==> config.mk <==
export PLATFORM = sky130hd
export DESIGN_NAME = segmentation_confusion_metrics_unit
export DESIGN_NICKNAME = d
export VERILOG_FILES = /design/src/sv/scm_pkg.sv /design/src/sv/scm_sequencer.sv /design/src/sv/scm_datapath.sv /design/src/sv/segmentation_confusion_metrics_unit.sv
export VERILOG_INCLUDE_DIRS = /design/src /design/src/sv
export SDC_FILE = /design/constraint.sdc
export NUM_CORES = 1
export LEC_CHECK = 0
export BUFFER_PORTS_ARGS = -buffer_cell sky130_fd_sc_hd__buf_4
export CORE_MARGIN = 2
export CORE_UTILIZATION = 61
export DETAILED_ROUTE_END_ITERATION = 10
export GPL_TIMING_DRIVEN = 0
export PLACE_DENSITY = 0.81
export SETUP_SLACK_MARGIN = 0.2
export SLEW_MARGIN = 5
export SYNTH_ARGS = -nofsm -noshare
export SYNTH_HDL_FRONTEND = slang
export SYNTH_SLANG_ARGS = --single-unit
==> constraint.sdc <==
create_clock -name clk_i -period 9.3 [get_ports clk_i]
set_clock_uncertainty 0.05 [all_clocks]
set_input_delay 0.465 -clock clk_i [delete_from_list [all_inputs] [get_ports clk_i]]
set_output_delay 0.465 -clock clk_i [all_outputs]
set_load 0.02 [all_outputs]
==> src/sv/assert_macros.svh <==
// Assertion macros shared by the confusion metrics RTL.
`ifndef ASSERT_MACROS_SVH
`define ASSERT_MACROS_SVH

// Property checked on clk_i, switched off while rst_ni is low.
`define SCM_ASSERT(lbl, prop, msg) \
  lbl: assert property (@(posedge clk_i) disable iff (!rst_ni) prop) else $error(msg);

// Property checked on clk_i at every edge, reset included.
`define SCM_ASSERT_ALWAYS(lbl, prop, msg) \
  lbl: assert property (@(posedge clk_i) prop) else $error(msg);

`endif

==> src/sv/scm_pkg.sv <==
// Shared types, constants and microcode table of the confusion metrics unit.
`timescale 1ns / 1ps

package scm_pkg;

  // Defaults for the top-level parameters
  localparam longint unsigned MAX_PIXELS_DEF = 64'd16777216;
  localparam int unsigned     RATIO_BITS_DEF = 16;

  // Pixel channel format
  localparam int unsigned PIXEL_W  = 8;
  localparam logic [PIXEL_W-1:0] DARK_THRESHOLD_RESET = 8'd20;
  localparam logic [PIXEL_W-1:0] MARK_RED             = 8'd255;
  localparam logic [PIXEL_W-1:0] MARK_ZERO            = 8'd0;

  // Ratio slots, in output order
  localparam int unsigned NUM_RATIOS = 4;
  localparam int unsigned RIDX_W     = 2;
  localparam logic [RIDX_W-1:0] R_PRECISION   = 2'd0;
  localparam logic [RIDX_W-1:0] R_SPECIFICITY = 2'd1;
  localparam logic [RIDX_W-1:0] R_SENSITIVITY = 2'd2;
  localparam logic [RIDX_W-1:0] R_ACCURACY    = 2'd3;

  // Microprogram addresses
  localparam int unsigned STEP_W = 3;
  localparam logic [STEP_W-1:0] STEP_IDLE  = 3'd0;
  localparam logic [STEP_W-1:0] STEP_LOAD  = 3'd1;
  localparam logic [STEP_W-1:0] STEP_SETUP = 3'd2;
  localparam logic [STEP_W-1:0] STEP_ITER  = 3'd3;
  localparam logic [STEP_W-1:0] STEP_STORE = 3'd4;
  localparam logic [STEP_W-1:0] STEP_EMIT  = 3'd5;

  // Datapath operation of one step
  typedef enum logic [2:0] {
    OP_IDLE,
    OP_LOAD,
    OP_SETUP,
    OP_ITER,
    OP_STORE,
    OP_EMIT
  } op_e;

  // Branch conditions
  typedef enum logic [2:0] {
    C_NEVER,
    C_ALWAYS,
    C_NO_START,
    C_ITER_MORE,
    C_RATIO_MORE,
    C_OUT_BUSY
  } cond_e;

  // One control word: hold on this step while hold is true, else jump to
  // target while jump is true, else advance
  typedef struct packed {
    op_e               op;
    cond_e             hold;
    cond_e             jump;
    logic [STEP_W-1:0] target;
  } ctl_word_t;

  // Status fed back from the datapath to the sequencer
  typedef struct packed {
    logic iter_more;
    logic ratio_more;
    logic out_busy;
  } dp_status_t;

  // Microprogram ROM
  function automatic ctl_word_t ucode(input logic [STEP_W-1:0] step);
    ctl_word_t w;
    w = '{op: OP_IDLE, hold: C_NEVER, jump: C_NEVER, target: STEP_IDLE};
    case (step)
      STEP_IDLE: begin
        w.op   = OP_IDLE;
        w.hold = C_NO_START;
      end
      STEP_LOAD: begin
        w.op = OP_LOAD;
      end
      STEP_SETUP: begin
        w.op = OP_SETUP;
      end
      STEP_ITER: begin
        w.op   = OP_ITER;
        w.hold = C_ITER_MORE;
      end
      STEP_STORE: begin
        w.op     = OP_STORE;
        w.jump   = C_RATIO_MORE;
        w.target = STEP_SETUP;
      end
      STEP_EMIT: begin
        w.op     = OP_EMIT;
        w.hold   = C_OUT_BUSY;
        w.jump   = C_ALWAYS;
        w.target = STEP_IDLE;
      end
      default: begin
        w.jump   = C_ALWAYS;
        w.target = STEP_IDLE;
      end
    endcase
    return w;
  endfunction

endpackage

==> src/sv/scm_sequencer.sv <==
// Step counter and microcode fetch with conditional hold and jump.
`timescale 1ns / 1ps

module scm_sequencer (
  input  logic                 clk_i,
  input  logic                 rst_ni,
  input  logic                 start_i,
  input  scm_pkg::dp_status_t  status_i,
  output scm_pkg::ctl_word_t   ctl_o
);

  logic [scm_pkg::STEP_W-1:0] step_q, step_d;
  scm_pkg::ctl_word_t         word;
  logic                       hold_hit, jump_hit;

  function automatic logic eval_cond(input scm_pkg::cond_e c,
                                     input logic start,
                                     input scm_pkg::dp_status_t st);
    logic r;
    case (c)
      scm_pkg::C_NEVER:      r = 1'b0;
      scm_pkg::C_ALWAYS:     r = 1'b1;
      scm_pkg::C_NO_START:   r = !start;
      scm_pkg::C_ITER_MORE:  r = st.iter_more;
      scm_pkg::C_RATIO_MORE: r = st.ratio_more;
      scm_pkg::C_OUT_BUSY:   r = st.out_busy;
      default:               r = 1'b0;
    endcase
    return r;
  endfunction

  // Fetch the control word of the current step
  assign word  = scm_pkg::ucode(step_q);
  assign ctl_o = word;

  // Pick the next step
  always_comb begin
    hold_hit = eval_cond(word.hold, start_i, status_i);
    jump_hit = eval_cond(word.jump, start_i, status_i);
    if (hold_hit) begin
      step_d = step_q;
    end else if (jump_hit) begin
      step_d = word.target;
    end else begin
      step_d = step_q + 1'b1;
    end
  end

  always_ff @(posedge clk_i or negedge rst_ni) begin
    if (!rst_ni) begin
      step_q <= scm_pkg::STEP_IDLE;
    end else begin
      step_q <= step_d;
    end
  end

endmodule

==> src/sv/scm_datapath.sv <==
// Count snapshot, shared restoring divider and output register.
`timescale 1ns / 1ps
`include "assert_macros.svh"

module scm_datapath #(
  parameter longint unsigned MAX_PIXELS = scm_pkg::MAX_PIXELS_DEF,
  parameter int unsigned     RATIO_BITS = scm_pkg::RATIO_BITS_DEF,
  localparam int unsigned    CNT_W      = $clog2(MAX_PIXELS + 1),
  localparam int unsigned    USED_W     = 4 * (CNT_W + RATIO_BITS),
  localparam int unsigned    TDATA_W    = ((USED_W + 7) / 8) * 8
) (
  input  logic                        clk_i,
  input  logic                        rst_ni,
  input  scm_pkg::ctl_word_t          ctl_i,
  input  logic [CNT_W-1:0]            tp_i,
  input  logic [CNT_W-1:0]            tn_i,
  input  logic [CNT_W-1:0]            fp_i,
  input  logic [CNT_W-1:0]            fn_i,
  output scm_pkg::dp_status_t         status_o,
  input  logic                        m_axis_tready_i,
  output logic                        m_axis_tvalid_o,
  output logic [TDATA_W-1:0]          m_axis_tdata_o,
  output logic [scm_pkg::NUM_RATIOS-1:0] m_axis_tuser_o
);

  localparam int unsigned NUM_W  = CNT_W + 1;
  localparam int unsigned DEN_W  = CNT_W + 2;
  localparam int unsigned ITER_W = $clog2(RATIO_BITS);
  localparam logic [ITER_W-1:0] ITER_LAST = ITER_W'(RATIO_BITS - 1);
  localparam logic [RATIO_BITS-1:0] RATIO_SAT = {RATIO_BITS{1'b1}};

  // Snapshot of the counts
  logic [CNT_W-1:0] tp_q, tn_q, fp_q, fn_q;

  // Divider state
  logic [scm_pkg::RIDX_W-1:0] idx_q, idx_d;
  logic [ITER_W-1:0]          iter_q, iter_d;
  logic [DEN_W-1:0]           rem_q, rem_d;
  logic [DEN_W-1:0]           den_q, den_d;
  logic [RATIO_BITS-1:0]      quo_q, quo_d;
  logic                       special_q, special_d;

  // Finished ratios and zero-denominator flags
  logic [RATIO_BITS-1:0]             ratio_q [scm_pkg::NUM_RATIOS];
  logic [scm_pkg::NUM_RATIOS-1:0]    flags_q;

  // Output register
  logic                           out_valid_q, out_valid_d;
  logic [TDATA_W-1:0]             out_data_q;
  logic [scm_pkg::NUM_RATIOS-1:0] out_user_q;

  // Operand selection for the current ratio
  logic [NUM_W-1:0]   sum_tp_fp, sum_tn_fp, sum_tp_fn, sum_tp_tn, sum_fp_fn;
  logic [NUM_W-1:0]   num_sel;
  logic [DEN_W-1:0]   den_sel;
  logic [DEN_W:0]     rem_dbl;
  logic               den_zero, num_ge_den;

  always_comb begin
    sum_tp_fp = {1'b0, tp_q} + {1'b0, fp_q};
    sum_tn_fp = {1'b0, tn_q} + {1'b0, fp_q};
    sum_tp_fn = {1'b0, tp_q} + {1'b0, fn_q};
    sum_tp_tn = {1'b0, tp_q} + {1'b0, tn_q};
    sum_fp_fn = {1'b0, fp_q} + {1'b0, fn_q};
    case (idx_q)
      scm_pkg::R_PRECISION: begin
        num_sel = {1'b0, tp_q};
        den_sel = {1'b0, sum_tp_fp};
      end
      scm_pkg::R_SPECIFICITY: begin
        num_sel = {1'b0, tn_q};
        den_sel = {1'b0, sum_tn_fp};
      end
      scm_pkg::R_SENSITIVITY: begin
        num_sel = {1'b0, tp_q};
        den_sel = {1'b0, sum_tp_fn};
      end
      default: begin
        num_sel = sum_tp_tn;
        den_sel = {1'b0, sum_tp_tn} + {1'b0, sum_fp_fn};
      end
    endcase
    den_zero   = (den_sel == '0);
    num_ge_den = ({1'b0, num_sel} >= den_sel);
    rem_dbl    = {rem_q, 1'b0};
  end

  // Divider control and arithmetic
  always_comb begin
    idx_d     = idx_q;
    iter_d    = iter_q;
    rem_d     = rem_q;
    den_d     = den_q;
    quo_d     = quo_q;
    special_d = special_q;
    case (ctl_i.op)
      scm_pkg::OP_LOAD: begin
        idx_d = scm_pkg::R_PRECISION;
      end
      scm_pkg::OP_SETUP: begin
        iter_d    = '0;
        rem_d     = {1'b0, num_sel};
        den_d     = den_sel;
        special_d = den_zero || num_ge_den;
        quo_d     = (!den_zero && num_ge_den) ? RATIO_SAT : '0;
      end
      scm_pkg::OP_ITER: begin
        iter_d = iter_q + 1'b1;
        if (!special_q) begin
          if (rem_dbl >= {1'b0, den_q}) begin
            rem_d = DEN_W'(rem_dbl - {1'b0, den_q});
            quo_d = {quo_q[RATIO_BITS-2:0], 1'b1};
          end else begin
            rem_d = rem_dbl[DEN_W-1:0];
            quo_d = {quo_q[RATIO_BITS-2:0], 1'b0};
          end
        end
      end
      scm_pkg::OP_STORE: begin
        idx_d = idx_q + 1'b1;
      end
      default: begin
      end
    endcase
  end

  always_ff @(posedge clk_i or negedge rst_ni) begin
    if (!rst_ni) begin
      idx_q  <= scm_pkg::R_PRECISION;
      iter_q <= '0;
    end else begin
      idx_q  <= idx_d;
      iter_q <= iter_d;
    end
  end

  always_ff @(posedge clk_i) begin
    rem_q     <= rem_d;
    den_q     <= den_d;
    quo_q     <= quo_d;
    special_q <= special_d;
  end

  // Capture counts, ratios and flags
  always_ff @(posedge clk_i) begin
    if (ctl_i.op == scm_pkg::OP_LOAD) begin
      tp_q <= tp_i;
      tn_q <= tn_i;
      fp_q <= fp_i;
      fn_q <= fn_i;
    end
    if (ctl_i.op == scm_pkg::OP_SETUP) begin
      flags_q[idx_q] <= den_zero;
    end
    if (ctl_i.op == scm_pkg::OP_STORE) begin
      ratio_q[idx_q] <= quo_q;
    end
  end

  // Load the output register when it is free, drop valid when taken
  always_comb begin
    out_valid_d = out_valid_q;
    if (out_valid_q && m_axis_tready_i) begin
      out_valid_d = 1'b0;
    end
    if (ctl_i.op == scm_pkg::OP_EMIT && !out_valid_q) begin
      out_valid_d = 1'b1;
    end
  end

  always_ff @(posedge clk_i or negedge rst_ni) begin
    if (!rst_ni) begin
      out_valid_q <= 1'b0;
    end else begin
      out_valid_q <= out_valid_d;
    end
  end

  always_ff @(posedge clk_i) begin
    if (ctl_i.op == scm_pkg::OP_EMIT && !out_valid_q) begin
      out_data_q <= TDATA_W'({ratio_q[scm_pkg::R_ACCURACY],
                              ratio_q[scm_pkg::R_SENSITIVITY],
                              ratio_q[scm_pkg::R_SPECIFICITY],
                              ratio_q[scm_pkg::R_PRECISION],
                              fn_q, fp_q, tn_q, tp_q});
      out_user_q <= flags_q;
    end
  end

  assign m_axis_tvalid_o = out_valid_q;
  assign m_axis_tdata_o  = out_data_q;
  assign m_axis_tuser_o  = out_user_q;

  // Status back to the sequencer
  assign status_o.iter_more  = (iter_q != ITER_LAST);
  assign status_o.ratio_more = (idx_q != scm_pkg::R_ACCURACY);
  assign status_o.out_busy   = out_valid_q;

  // Checks
  `SCM_ASSERT(a_rem_below_den,
    ((ctl_i.op == scm_pkg::OP_ITER) && !special_q) |-> (rem_q < den_q),
    "divider remainder not below denominator")
  `SCM_ASSERT(a_flag_gives_zero,
    $rose(out_valid_q) |->
      ((!out_user_q[scm_pkg::R_PRECISION] || out_data_q[4*CNT_W +: RATIO_BITS] == '0) &&
       (!out_user_q[scm_pkg::R_ACCURACY] ||
        out_data_q[4*CNT_W + 3*RATIO_BITS +: RATIO_BITS] == '0)),
    "flagged ratio is not zero")

endmodule

==> src/sv/segmentation_confusion_metrics_unit.sv <==
// Top level of the segmentation confusion metrics unit.
//
// Input stream s_axis carries one pixel pair per item (predicted and reference
// BGR pixel in tdata); tlast marks the last pixel of an image. Pixels whose
// predicted channels are all below the dark threshold are not counted.
// The threshold is written through cfg_we_i/cfg_wdata_i; the user must do so
// only while the unit idles, as the block does not enforce it. Ordinary pixels
// are taken one per cycle while the unit idles, each bumping one of four
// saturating counters. The last pixel starts a microprogram that snapshots
// and clears the counters and runs four ratios through one shared restoring
// divider, one quotient bit per cycle; the result is then registered on m_axis,
// and s_axis_tready_o stays low until the program is back at its idle step.
// The result waits in the output register while m_axis_tready_i is low;
// pixels of the next image are counted meanwhile, and the next last pixel's
// program holds at its emit step until the register is free.
// Reset clears the counters, sets the threshold to 20 and empties the output.
`timescale 1ns / 1ps
`include "assert_macros.svh"

module segmentation_confusion_metrics_unit #(
  parameter longint unsigned MAX_PIXELS = scm_pkg::MAX_PIXELS_DEF,
  parameter int unsigned     RATIO_BITS = scm_pkg::RATIO_BITS_DEF,
  localparam int unsigned    CNT_W      = $clog2(MAX_PIXELS + 1),
  localparam int unsigned    USED_W     = 4 * (CNT_W + RATIO_BITS),
  localparam int unsigned    TDATA_W    = ((USED_W + 7) / 8) * 8
) (
  input  logic                           clk_i,
  input  logic                           rst_ni,
  // Dark threshold register
  input  logic                           cfg_we_i,
  input  logic [scm_pkg::PIXEL_W-1:0]    cfg_wdata_i,
  // Pixel stream
  input  logic                           s_axis_tvalid_i,
  output logic                           s_axis_tready_o,
  // pred_blue, pred_green, pred_red, ref_blue, ref_green, ref_red
  input  logic [6*scm_pkg::PIXEL_W-1:0]  s_axis_tdata_i,
  input  logic                           s_axis_tlast_i,   // last_pixel
  // Result stream
  output logic                           m_axis_tvalid_o,
  input  logic                           m_axis_tready_i,
  // true_pos, true_neg, false_pos, false_neg, precision_q16,
  // specificity_q16, sensitivity_q16, accuracy_q16, zero pad
  output logic [TDATA_W-1:0]             m_axis_tdata_o,
  // undefined_flags
  output logic [scm_pkg::NUM_RATIOS-1:0] m_axis_tuser_o
);

  localparam int unsigned PW = scm_pkg::PIXEL_W;
  localparam logic [CNT_W-1:0] CNT_MAX = CNT_W'(MAX_PIXELS);

  logic [PW-1:0]  thresh_q;
  logic [CNT_W-1:0] tp_q, tn_q, fp_q, fn_q;
  logic [CNT_W-1:0] tp_d, tn_d, fp_d, fn_d;

  scm_pkg::ctl_word_t  ctl;
  scm_pkg::dp_status_t status;

  logic [PW-1:0] pred_b, pred_g, pred_r, ref_b, ref_g, ref_r;
  logic          in_hs, start, dark, pred_mark, ref_mark;

  // Unpack the pixel pair
  assign pred_b = s_axis_tdata_i[0*PW +: PW];
  assign pred_g = s_axis_tdata_i[1*PW +: PW];
  assign pred_r = s_axis_tdata_i[2*PW +: PW];
  assign ref_b  = s_axis_tdata_i[3*PW +: PW];
  assign ref_g  = s_axis_tdata_i[4*PW +: PW];
  assign ref_r  = s_axis_tdata_i[5*PW +: PW];

  assign s_axis_tready_o = (ctl.op == scm_pkg::OP_IDLE);
  assign in_hs           = s_axis_tvalid_i && s_axis_tready_o;
  assign start           = in_hs && s_axis_tlast_i;

  // Classify the pair
  assign dark      = (pred_b < thresh_q) && (pred_g < thresh_q) && (pred_r < thresh_q);
  assign pred_mark = (pred_b == scm_pkg::MARK_ZERO) && (pred_g == scm_pkg::MARK_ZERO) &&
                     (pred_r == scm_pkg::MARK_RED);
  assign ref_mark  = (ref_b == scm_pkg::MARK_ZERO) && (ref_g == scm_pkg::MARK_ZERO) &&
                     (ref_r == scm_pkg::MARK_RED);

  // Bump one saturating counter per counted pixel, clear on snapshot
  always_comb begin
    tp_d = tp_q;
    tn_d = tn_q;
    fp_d = fp_q;
    fn_d = fn_q;
    if (ctl.op == scm_pkg::OP_LOAD) begin
      tp_d = '0;
      tn_d = '0;
      fp_d = '0;
      fn_d = '0;
    end else if (in_hs && !dark) begin
      if (pred_mark && ref_mark) begin
        if (tp_q < CNT_MAX) tp_d = tp_q + 1'b1;
      end else if (pred_mark) begin
        if (fp_q < CNT_MAX) fp_d = fp_q + 1'b1;
      end else if (!ref_mark) begin
        if (tn_q < CNT_MAX) tn_d = tn_q + 1'b1;
      end else begin
        if (fn_q < CNT_MAX) fn_d = fn_q + 1'b1;
      end
    end
  end

  always_ff @(posedge clk_i or negedge rst_ni) begin
    if (!rst_ni) begin
      tp_q <= '0;
      tn_q <= '0;
      fp_q <= '0;
      fn_q <= '0;
    end else begin
      tp_q <= tp_d;
      tn_q <= tn_d;
      fp_q <= fp_d;
      fn_q <= fn_d;
    end
  end

  // Threshold register
  always_ff @(posedge clk_i or negedge rst_ni) begin
    if (!rst_ni) begin
      thresh_q <= scm_pkg::DARK_THRESHOLD_RESET;
    end else if (cfg_we_i) begin
      thresh_q <= cfg_wdata_i;
    end
  end

  scm_sequencer u_seq (
    .clk_i    (clk_i),
    .rst_ni   (rst_ni),
    .start_i  (start),
    .status_i (status),
    .ctl_o    (ctl)
  );

  scm_datapath #(
    .MAX_PIXELS (MAX_PIXELS),
    .RATIO_BITS (RATIO_BITS)
  ) u_dp (
    .clk_i           (clk_i),
    .rst_ni          (rst_ni),
    .ctl_i           (ctl),
    .tp_i            (tp_q),
    .tn_i            (tn_q),
    .fp_i            (fp_q),
    .fn_i            (fn_q),
    .status_o        (status),
    .m_axis_tready_i (m_axis_tready_i),
    .m_axis_tvalid_o (m_axis_tvalid_o),
    .m_axis_tdata_o  (m_axis_tdata_o),
    .m_axis_tuser_o  (m_axis_tuser_o)
  );

  // Checks
  `SCM_ASSERT(a_clear_after_load,
    (ctl.op == scm_pkg::OP_LOAD) |=>
      (tp_q == '0 && tn_q == '0 && fp_q == '0 && fn_q == '0),
    "counters not cleared after snapshot")
  `SCM_ASSERT_ALWAYS(a_count_bounded,
    (!rst_ni || (tp_q <= CNT_MAX && tn_q <= CNT_MAX && fp_q <= CNT_MAX && fn_q <= CNT_MAX)),
    "counter above saturation limit")

endmodule

==> reports/qor.txt, run 1 <==
Routability Congestion - 0.973
Slowest cell on crit path - a2111oi_1
Critical Path AT - 9.19 ns
global-route wire length before repair - 129 mm
total number of vias - 22.1k
RSZ-0062 raised after global routing - false
P&R area growth vs syn - 15.6%
Max-Cap Viols - 0
Critical Path Sink Type - flip-flop
Multi-input gate area - 12500 sq um
largest net degree at the start of global routing - 75
wire per inst - 24.1 um
initial antenna violation count - 0
compound-gate portion of the synthesized area - 13.9%
GRT Total Usage - 34.6%
Async SR Flop Fraction - 22.5%
Layout Nets - 3176
Register Area - 15200 sq um
mux contribution to synthesized area - 0.853%
drt pass-1 iters - 6
Setup TNS Final - 0 ns
Total Wirelength - 85.3 mm
Syn Std Cell Area - 28700 sq um
Slew headroom - 25.8%
total core area - 46600 sq um
crit path time final - 8.82 ns
worst reg2reg path depth - 29
WS Path Type - flip-flop to flip-flop
Most used DFF post-synth - edfxtp_1
Post-synth EDFFs - 407
dpl hpwl - 65.9 mm
Post-Layout Inst Area - 33200 sq um
Worst Setup Start Kind - flip-flop
Die H - 221 um
cell with the most instances after synthesis - edfxtp_1
vias per inst - 6.25
run status - complete, no violations
H-tree depth - 2
worst path required time - 9.67 ns
Worst Hold Class - input port to flip-flop
Max clock buf depth - 3
CTS tree - built
count of different cell masters after synthesis - 94
Routed Antenna Nets - 0
CTS clock-pin slew for the worst setup and hold paths - 0.06 ns
Min Hold Slack - 0.0228 ns
Top Ports - 236
crit-path max cell delay - 0.71 ns
Max Slew Vio Count - 0
dpl cell area - 31500 sq um
share of the synthesized area in the top cell type - 42.5%
register area share after synthesis - 52.8%
main combinational cell family by area after synthesis - compound AO/OA/AOI/OAI gates
Yosys reg bits - 525
Filler cells - 3157
ant diodes - 0
Syn Area/Cell - 11.1 sq um
clock sink count - 525
largest cells by area after synthesis - edfxtp_1 (43%), dfrtp_1 (10%), ha_1 (8.3%)
CP dominant cell by count - ha_1
final core occ - 71.3%
number of setup violations in the final report - 0
CTS root buf - clkbuf_16
simple-gate portion of the synthesized area - 12.9%
Row Count - 79
Initial Utilization - 61.7%
share of layout cells above drive strength 1 - 13.3%
worst-margin pin slew - 1.09 ns
cell taking the most area after synthesis - edfxtp_1
Fin. Hold Viols - 0
Final period util - 94.8%
Chip Width - 221 um
Synth Area in XOR/XNOR - 5.18%
f_max - 113 MHz
input/output buffers - 231
Syn Inst Count - 2595
crit-path max FO - 10
initial DRC count - 2158
DRC - 0
Synth top cells by count - edfxtp_1 (407), nor2_1 (223), inv_1 (210), ha_1 (191), nand2_1 (187)
Post-Synth Adder-Cell Area - 10.4%
postcts setup bufs - 0
Synth Warn # - 0
Die Footprint - 48900 sq um
Clock Latency Late Sink - 0.61 ns
WHS Path Cells - 3
GR Overflow Total - 0
CTS Buf Count - 50
vias in the first global route - 21.6k
-- per-layer routing --
layer / vias to the layer above / wire length [um] / track usage, %
li1: 10100 / - / -
met1: 10800 / 35100 / 47.8
met2: 1075 / 40000 / 55.9
met3: 179 / 6640 / 4.91
met4: 0 / 3520 / 13.4
met5: - / 0 / 0
-- flip-flops by register name, indices dropped and copies added (netlist names), 8 cells and up --
| register | cells |
|---|---|
| u_dp.tp_q | 25 |
| fp_q | 25 |
| u_dp.m_axis_tdata_o | 101 |
| u_dp.den_q | 27 |
| tp_q | 25 |
| m_axis_tdata_o | 63 |
| thresh_q | 8 |
| u_dp.ratio_q | 64 |
| u_dp.fp_q | 25 |
| u_dp.quo_q | 16 |
| u_dp.rem_q | 27 |
| tn_q | 25 |
| u_dp.fn_q | 25 |
| fn_q | 25 |
| u_dp.tn_q | 25 |
-- worst max-delay path, delay by kind of cell (launching register included) --
kind	cells	cell delay, ns
AOI/OAI and AO/OA	12	3.60
buffers and inverters	2	0.39
adders and majority gates	5	1.83
and+or+nand+nor	8	1.86
xor gates and xnor gates	2	0.32
DFF	1	0.58
-- path summary, 6_finish.rpt --
| kind | startpoint | slack (ns) | to |
|---|---|---|---|
| min in group asynchronous | rst_ni | 0.30 | fn_q[24] |
| setup / recovery | u_dp.tp_q[0] | 0.48 | u_dp.quo_q[6] |
| hold / removal | cfg_wdata_i[2] | 0.02 | thresh_q[2] |
| hold reg to reg | u_dp.ratio_q[3][3] | 0.37 | m_axis_tdata_o[151] |
| setup reg to reg | u_dp.tp_q[0] | 0.48 | u_dp.quo_q[6] |
| max in group asynchronous | rst_ni | 8.15 | fp_q[4] |
-- cells in the final DEF (no fill, tap or decap), drive strengths merged, types with 25 or more instances in the layout --
cell	n
edfxtp	407
buf	254
nor2	223
inv	216
ha	191
nand2	187
a21oi	164
o21ai	133
clkbuf	124
dfrtp	116
xnor2	94
xor2	76
a21o	73
nand3	62
nor3	56
nand4	49
and3	36
fa	30
a221oi	30
a211oi	25
-- layout make-up --
class                   count  area share (%)
inverters                 211            2.38
flip-flops and latches    525            45.7
repair buffers            243            5.89
clock inverters            35            1.18
multi-input cells        1782            37.7
well taps                 607            2.29
plain buffers              80            1.02
clock buffers              57            3.88
-- metrics by stage --
stage,worst slack (ns),cells
6_report,0.483,3540
2_1_floorplan,0.708,2598
3_5_place_dp,0.338,3446
3_3_place_gp,-2.08,3436
5_1_grt,0.208,3540
4_1_cts,0.230,3540
-- cells by family after synthesis --
kind of cell    count (synthesis)
compound gates                603
xor+xnor                      170
other cells                     1
fa+ha+maj                     221
buf+inv                       291
flops                         525
mux                            24
simple gates                  760
-- what timing repair did --
action / CTS / global route
hold buffers: 2 / 0
gates resized for setup: 0 / 3
setup endpoints to repair: 0 / 10
endpoints found under the hold margin: 43 / 0
Power of run 1 is left out: the tool's default activity adds up to more than one toggle a clock period on the data nets, which glitch-free logic cannot reach.
==> run 2: changes to the inputs <==
--- a/config.mk
+++ b/config.mk
@@ -6,10 +6,10 @@
 export SDC_FILE = /design/constraint.sdc
 export NUM_CORES = 1
 export LEC_CHECK = 0
-export BUFFER_PORTS_ARGS = -buffer_cell sky130_fd_sc_hd__buf_4
 export CORE_MARGIN = 2
-export CORE_UTILIZATION = 61
+export CORE_UTILIZATION = 65
 export DETAILED_ROUTE_END_ITERATION = 10
+export DONT_BUFFER_PORTS = 1
 export GPL_TIMING_DRIVEN = 0
 export PLACE_DENSITY = 0.81
 export SETUP_SLACK_MARGIN = 0.2
@@ -17,3 +17,4 @@
 export SYNTH_ARGS = -nofsm -noshare
 export SYNTH_HDL_FRONTEND = slang
 export SYNTH_SLANG_ARGS = --single-unit
+export TNS_END_PERCENT = 30
==> run 2 against run 1 <==
Compared with the run above: die area down 6.0%; critical path depth increased by 1; non-clock buffer count is 221 lower; sequential share of layout area up 2.4 points; global-route usage up 2.2 points; core utilization grew 0.48 points; first-iteration DRC count is 8.2% higher; critical endpoint unchanged; largest cell class unchanged.
==> reports/qor.txt, run 2 (synthesis results as in run 1) <==
run status - complete, no violations (unchanged)
initial antenna violation count - 0 (unchanged)
number of setup violations in the final report - 0 (unchanged)
H-tree depth - 2 (unchanged)
WS Path Type - flip-flop to flip-flop (unchanged)
global-route wire length before repair - 127 mm (was 129 mm)
worst reg2reg path depth - 30 (was 29)
Critical Path AT - 8.96 ns (was 9.19 ns)
Fin. Hold Viols - 0 (unchanged)
vias in the first global route - 20.9k (was 21.6k)
CTS root buf - clkbuf_16 (unchanged)
Worst Hold Class - input port to flip-flop (unchanged)
P&R area growth vs syn - 9.77% (was 15.6%)
Routed Antenna Nets - 0 (unchanged)
Max Slew Vio Count - 0 (unchanged)
Register Area - 15200 sq um (unchanged)
crit-path max cell delay - 0.60 ns (was 0.71 ns)
CTS Buf Count - 50 (unchanged)
worst r2r src - u_dp.tp_q[0] (unchanged)
Initial Utilization - 65.4% (was 61.7%)
clock sink count - 525 (unchanged)
Setup TNS Final - 0 ns (unchanged)
Slowest cell on crit path - edfxtp_1 (was a2111oi_1)
input/output buffers - 0 (was 231)
Cell Count, Final, Fillers Out - 3305 (was 3540)
dpl hpwl - 63.6 mm (was 65.9 mm)
Routability Congestion - 0.984 (was 0.973)
placed cells - 3200 (was 3446)
Chip Width - 214 um (was 221 um)
Die Footprint - 45900 sq um (was 48900 sq um)
crit path time final - 8.70 ns (was 8.82 ns)
flop2flop setup slack - 0.60 ns (was 0.48 ns)
Multi-input gate area - 12500 sq um (about the same)
Min-Delay Endpoint - thresh_q[4] (was thresh_q[2])
Hold Startpoint - cfg_we_i (was cfg_wdata_i[2])
commonest cells after routing, fill and taps aside - edfxtp_1 (407), nor2_1 (221), inv_1 (210) (was edfxtp_1 (407), buf_4 (236), nor2_1 (220))
RSZ-0062 raised after global routing - false (unchanged)
Final period util - 93.5% (was 94.8%)
Total Wirelength - 85.3 mm (about the same)
Slew headroom - 5.29% (was 25.8%)
Max clock buf depth - 3 (unchanged)
GRT Total Usage - 36.8% (was 34.6%)
DRC - 0 (unchanged)
wire per inst - 25.8 um (was 24.1 um)
Max-Cap Viols - 0 (unchanged)
total core area - 43900 sq um (was 46600 sq um)
initial DRC count - 2335 (was 2158)
CTS clock-pin slew for the worst setup and hold paths - 0.06 ns (about the same)
most common cell after layout, fill and taps aside - edfxtp_1 (unchanged)
Clock Latency Late Sink - 0.60 ns (was 0.61 ns)
Critical Path Sink Type - flip-flop (unchanged)
max reg flops - 101 (unchanged)
largest net degree at the start of global routing - 119 (was 75)
worst path required time - 9.56 ns (was 9.67 ns)
Worst Setup Start Kind - flip-flop (unchanged)
f_max - 115 MHz (was 113 MHz)
crit-path max FO - 10 (unchanged)
total number of vias - 21.6k (was 22.1k)
Top Ports - 236 (unchanged)
Die H - 214 um (was 221 um)
GR Overflow Total - 0 (unchanged)
WHS Path Cells - 3 (unchanged)
vias per inst - 6.52 (was 6.25)
CTS tree - built (unchanged)
share of layout cells above drive strength 1 - 5.90% (was 13.3%)
drt pass-1 iters - 8 (was 6)
Layout Nets - 2955 (was 3176)
Filler cells - 3092 (was 3157)
Row Count - 77 (was 79)
worst-margin pin slew - 1.42 ns (was 1.09 ns)
reg-to-reg critical path endpoint - u_dp.quo_q[6] (unchanged)
run 2: changes by cell type in the layout (fill, tap and decap cells not counted), moves of 2 or more:
cell           delta
inv_8             -2
bufinv_16         -3
dlygate4sd3_1     +9
clkbuf_1          +3
clkbuf_16         +2
clkbuf_8          +2
clkinvlp_4        +2
buf_4           -230
inv_6             +2
clkinv_2          -6
run 2: how the worst max path moves through the flow:
stage / from / end / slack (ns) / depth (start not counted)
6_report: u_dp.tp_q[0] / u_dp.quo_q[6] / 0.60 / 30
3_3_place_gp: u_seq.step_q[1] / u_dp.m_axis_tdata_o[77] / -1.93 / 4
4_1_cts: u_dp.tp_q[0] / u_dp.quo_q[6] / 0.35 / 30
3_5_place_dp: u_dp.tp_q[0] / u_dp.quo_q[6] / -0.0006 / 30
2_1_floorplan: u_seq.step_q[1] / m_axis_tdata_o[100] / 0.71 / 4
5_1_grt: u_dp.tp_q[0] / u_dp.quo_q[6] / 0.21 / 32
run 2: per-layer routing:
layer | global-route usage (%) | share of wire (%)
met5 | 0 | 0
met4 | 15.6 | 4.8
met3 | 6.04 | 9.4
met2 | 60.9 | 47
met1 | 48.5 | 38
run 2: worst max-delay path: cells and delay by family (launching register included):
family	cells	cell delay, ns
compound gates	17	4.12
xor+xnor	2	0.66
fa+ha+maj	4	1.44
buf+inv	2	0.43
flops	1	0.60
simple gates	5	1.13
run 2: cell type report:
type                    count  share of cell area (%)
diodes                      1                 0.00793
flip-flops and latches    525                    48.1
repair buffers             22                    1.02
clock buffers              64                    4.36
inverters                 211                    2.51
clock inverters            28                   0.857
well taps                 592                    2.35
multi-input cells        1782                    39.7
plain buffers              80                    1.07
run 2: metrics by stage:
| stage | setup WS (ns) | cell area [sq um] | hold slack [ns] | utilization (%) |
|---|---|---|---|---|
| finish | 0.605 | 31600 | 0.190 | 71.8 |
| global route | 0.212 | 31500 | 0.238 | 71.8 |
| floorplan | 0.708 | 28800 | 0.119 | - |
| detailed placement | -0.000551 | 29700 | 0.122 | 67.7 |
| global placement | -1.93 | 29500 | 0.123 | 67.1 |
| CTS | 0.350 | 31500 | 0.159 | 71.7 |
run 2: timing repair:
item                       in CTS  in global routing
setup endpoints to repair      10                 17
hold endpoints to repair      127                  0
cloned                          0                  0
setup buffers                   0                  0
hold buffers                   12                  0
resized for setup               2                  5
pin swaps                       0                  0
Power of run 2 is left out for the same reason.
==> run 3: changes to the inputs <==
==> constraint.sdc (replaced) <==
create_clock -name clk_i -period 10.1 [get_ports clk_i]
set_clock_uncertainty 0.05 [all_clocks]
set_input_delay 0.505 -clock clk_i [delete_from_list [all_inputs] [get_ports clk_i]]
set_output_delay 0.505 -clock clk_i [all_outputs]
set_load 0.02 [all_outputs]
==> run 3 against run 2 <==
Compared with the run above: via count is essentially flat; register-to-register slack improved by 0.22 ns; setup slack better by 0.22 ns; sequential share of layout area up 0.088 points; maximum frequency decreased by 6.3%; wire length fell by 0.37%; die area unchanged; first-iteration DRC count grew 5.9%; non-clock buffer count down 3; cell count is essentially flat; critical path depth stayed put.
==> reports/qor.txt, run 3 (synthesis results as in run 1) <==
run status - complete, no violations (unchanged)
Total Wirelength - 85.0 mm (was 85.3 mm)
dpl hpwl - 63.6 mm (unchanged)
final core occ - 71.7% (was 71.8%)
wire per inst - 25.7 um (was 25.8 um)
drt pass-1 iters - 7 (was 8)
vias per inst - 6.53 (was 6.52)
Filler cells - 3100 (was 3092)
initial antenna violation count - 1 (was 0)
GR peak layer - met2 (unchanged)
placed cells - 3200 (unchanged)
Max-Cap Viols - 0 (unchanged)
Routed Antenna Nets - 0 (unchanged)
f_max - 108 MHz (was 115 MHz)
H-tree depth - 2 (unchanged)
crit-path max FO - 10 (unchanged)
global-route wire length before repair - 126 mm (was 127 mm)
Clock Latency Late Sink - 0.60 ns (about the same)
met2 usage - 60.6% (was 60.9%)
Final period util - 91.8% (was 93.5%)
Chip Width - 214 um (unchanged)
Layout Nets - 2952 (was 2955)
Register Area - 15200 sq um (unchanged)
RSZ-0062 raised after global routing - false (unchanged)
GR Overflow Total - 0 (unchanged)
worst-margin pin slew - 1.40 ns (was 1.42 ns)
Row Count - 77 (unchanged)
GRT Total Usage - 36.7% (was 36.8%)
Routability Congestion - 0.984 (unchanged)
Top Ports - 236 (unchanged)
Multi-input gate area - 12500 sq um (about the same)
Fin. Hold Viols - 0 (unchanged)
total number of vias - 21.6k (about the same)
most common cell after layout, fill and taps aside - edfxtp_1 (unchanged)
met3 usage - 6.07% (was 6.04%)
commonest cells after routing, fill and taps aside - edfxtp_1 (407), nor2_1 (221), inv_1 (210) (unchanged)
Post-Layout Inst Area - 31500 sq um (was 31600 sq um)
met1 GRT Util - 48.5% (about the same)
Worst Hold Class - input port to flip-flop (unchanged)
clock sink count - 525 (unchanged)
DRC - 0 (unchanged)
CTS tree - built (unchanged)
total core area - 43900 sq um (unchanged)
input/output buffers - 0 (unchanged)
Worst Setup Start Kind - flip-flop (unchanged)
CTS clock-pin slew for the worst setup and hold paths - 0.06 ns (about the same)
crit-path max cell delay - 0.76 ns (was 0.60 ns)
crit path time final - 9.28 ns (was 8.70 ns)
share of layout cells above drive strength 1 - 5.72% (was 5.90%)
CTS root buf - clkbuf_16 (unchanged)
Die H - 214 um (unchanged)
WS Path Type - flip-flop to flip-flop (unchanged)
number of setup violations in the final report - 0 (unchanged)
initial DRC count - 2473 (was 2335)
Max clock buf depth - 3 (unchanged)
Initial Utilization - 65.4% (unchanged)
worst path required time - 10.36 ns (was 9.56 ns)
CTS Buf Count - 50 (unchanged)
P&R area growth vs syn - 9.57% (was 9.77%)
flop2flop setup slack - 0.82 ns (was 0.60 ns)
max reg flops - 101 (unchanged)
Critical Path AT - 9.54 ns (was 8.96 ns)
largest net degree at the start of global routing - 119 (unchanged)
Max Slew Vio Count - 0 (unchanged)
Slowest cell on crit path - a2111oi_1 (was edfxtp_1)
Die Footprint - 45900 sq um (unchanged)
Slew headroom - 6.38% (was 5.29%)
dpl cell area - 29700 sq um (unchanged)
Critical Path Sink Type - flip-flop (unchanged)
vias in the first global route - 20.9k (about the same)
Cell Count, Final, Fillers Out - 3302 (was 3305)
run 3: cell types whose count changed in the layout (fill, tap and decap cells not counted):
cell and delta:
dlygate4sd3_1 -3, xnor2_1 +1, a21oi_2 -1, nor4_1 +1, o31ai_1 +1, o31ai_2 -1, a2111oi_2 -1, a2111oi_1 +1
a21oi_1 +1, nor4_2 -1, xnor2_2 -1
run 3: metal layers:
layer	vias up	routed length [um]
met4	0	4010
met5	-	0
met2	1263	40400
met3	193	7800
met1	10500	32800
li1	9639	-
run 3: layout make-up:
| class | count | area share, % |
|---|---|---|
| Tap cell | 592 | 2.35 |
| Multi-Input combinational cell | 1782 | 39.7 |
| Buffer | 80 | 1.08 |
| Clock inverter | 28 | 0.858 |
| Sequential cell | 525 | 48.2 |
| Antenna cell | 1 | 0.00795 |
| Inverter | 211 | 2.51 |
| Timing Repair Buffer | 19 | 0.930 |
| Clock buffer | 64 | 4.37 |
run 3: worst max-delay path, delay by kind of cell (launching register included):
kind | cells | cell delay [ns]
buffers and inverters | 3 | 0.57
xor gates and xnor gates | 2 | 0.77
AOI/OAI and AO/OA | 13 | 3.94
and+or+nand+nor | 7 | 1.12
DFF | 1 | 0.61
adders and majority gates | 5 | 1.97
run 3: what timing repair did:
action	4_1_cts	5_1_grt
hold buffers	9	0
setup endpoints to repair	0	10
hold endpoints to repair	124	0
setup buffers	0	0
gates resized for setup	0	3
run 3: through the flow:
stage | worst slack, ns | setup TNS [ns] | hold WS [ns]
detailed placement | 0.799 | 0 | 0.162
global placement | -1.13 | -184.91 | 0.163
CTS | 0.681 | 0 | 0.00395
finish | 0.824 | 0 | 0.0276
global route | 0.382 | 0 | 0.0223
floorplan | 1.51 | 0 | 0.159
run 3: final timing paths:
path                                     start                  end  cells after the start
max                               u_dp.tp_q[0]        u_dp.quo_q[6]                     30
min                             cfg_wdata_i[3]          thresh_q[3]                      2
max reg2reg                       u_dp.tp_q[0]        u_dp.quo_q[6]                     30
min reg2reg                u_dp.ratio_q[2][14]  m_axis_tdata_o[146]                      0
max in group asynchronous               rst_ni              fp_q[2]                      2
min in group asynchronous               rst_ni             tp_q[15]                      2
Power of run 3 is left out for the same reason.
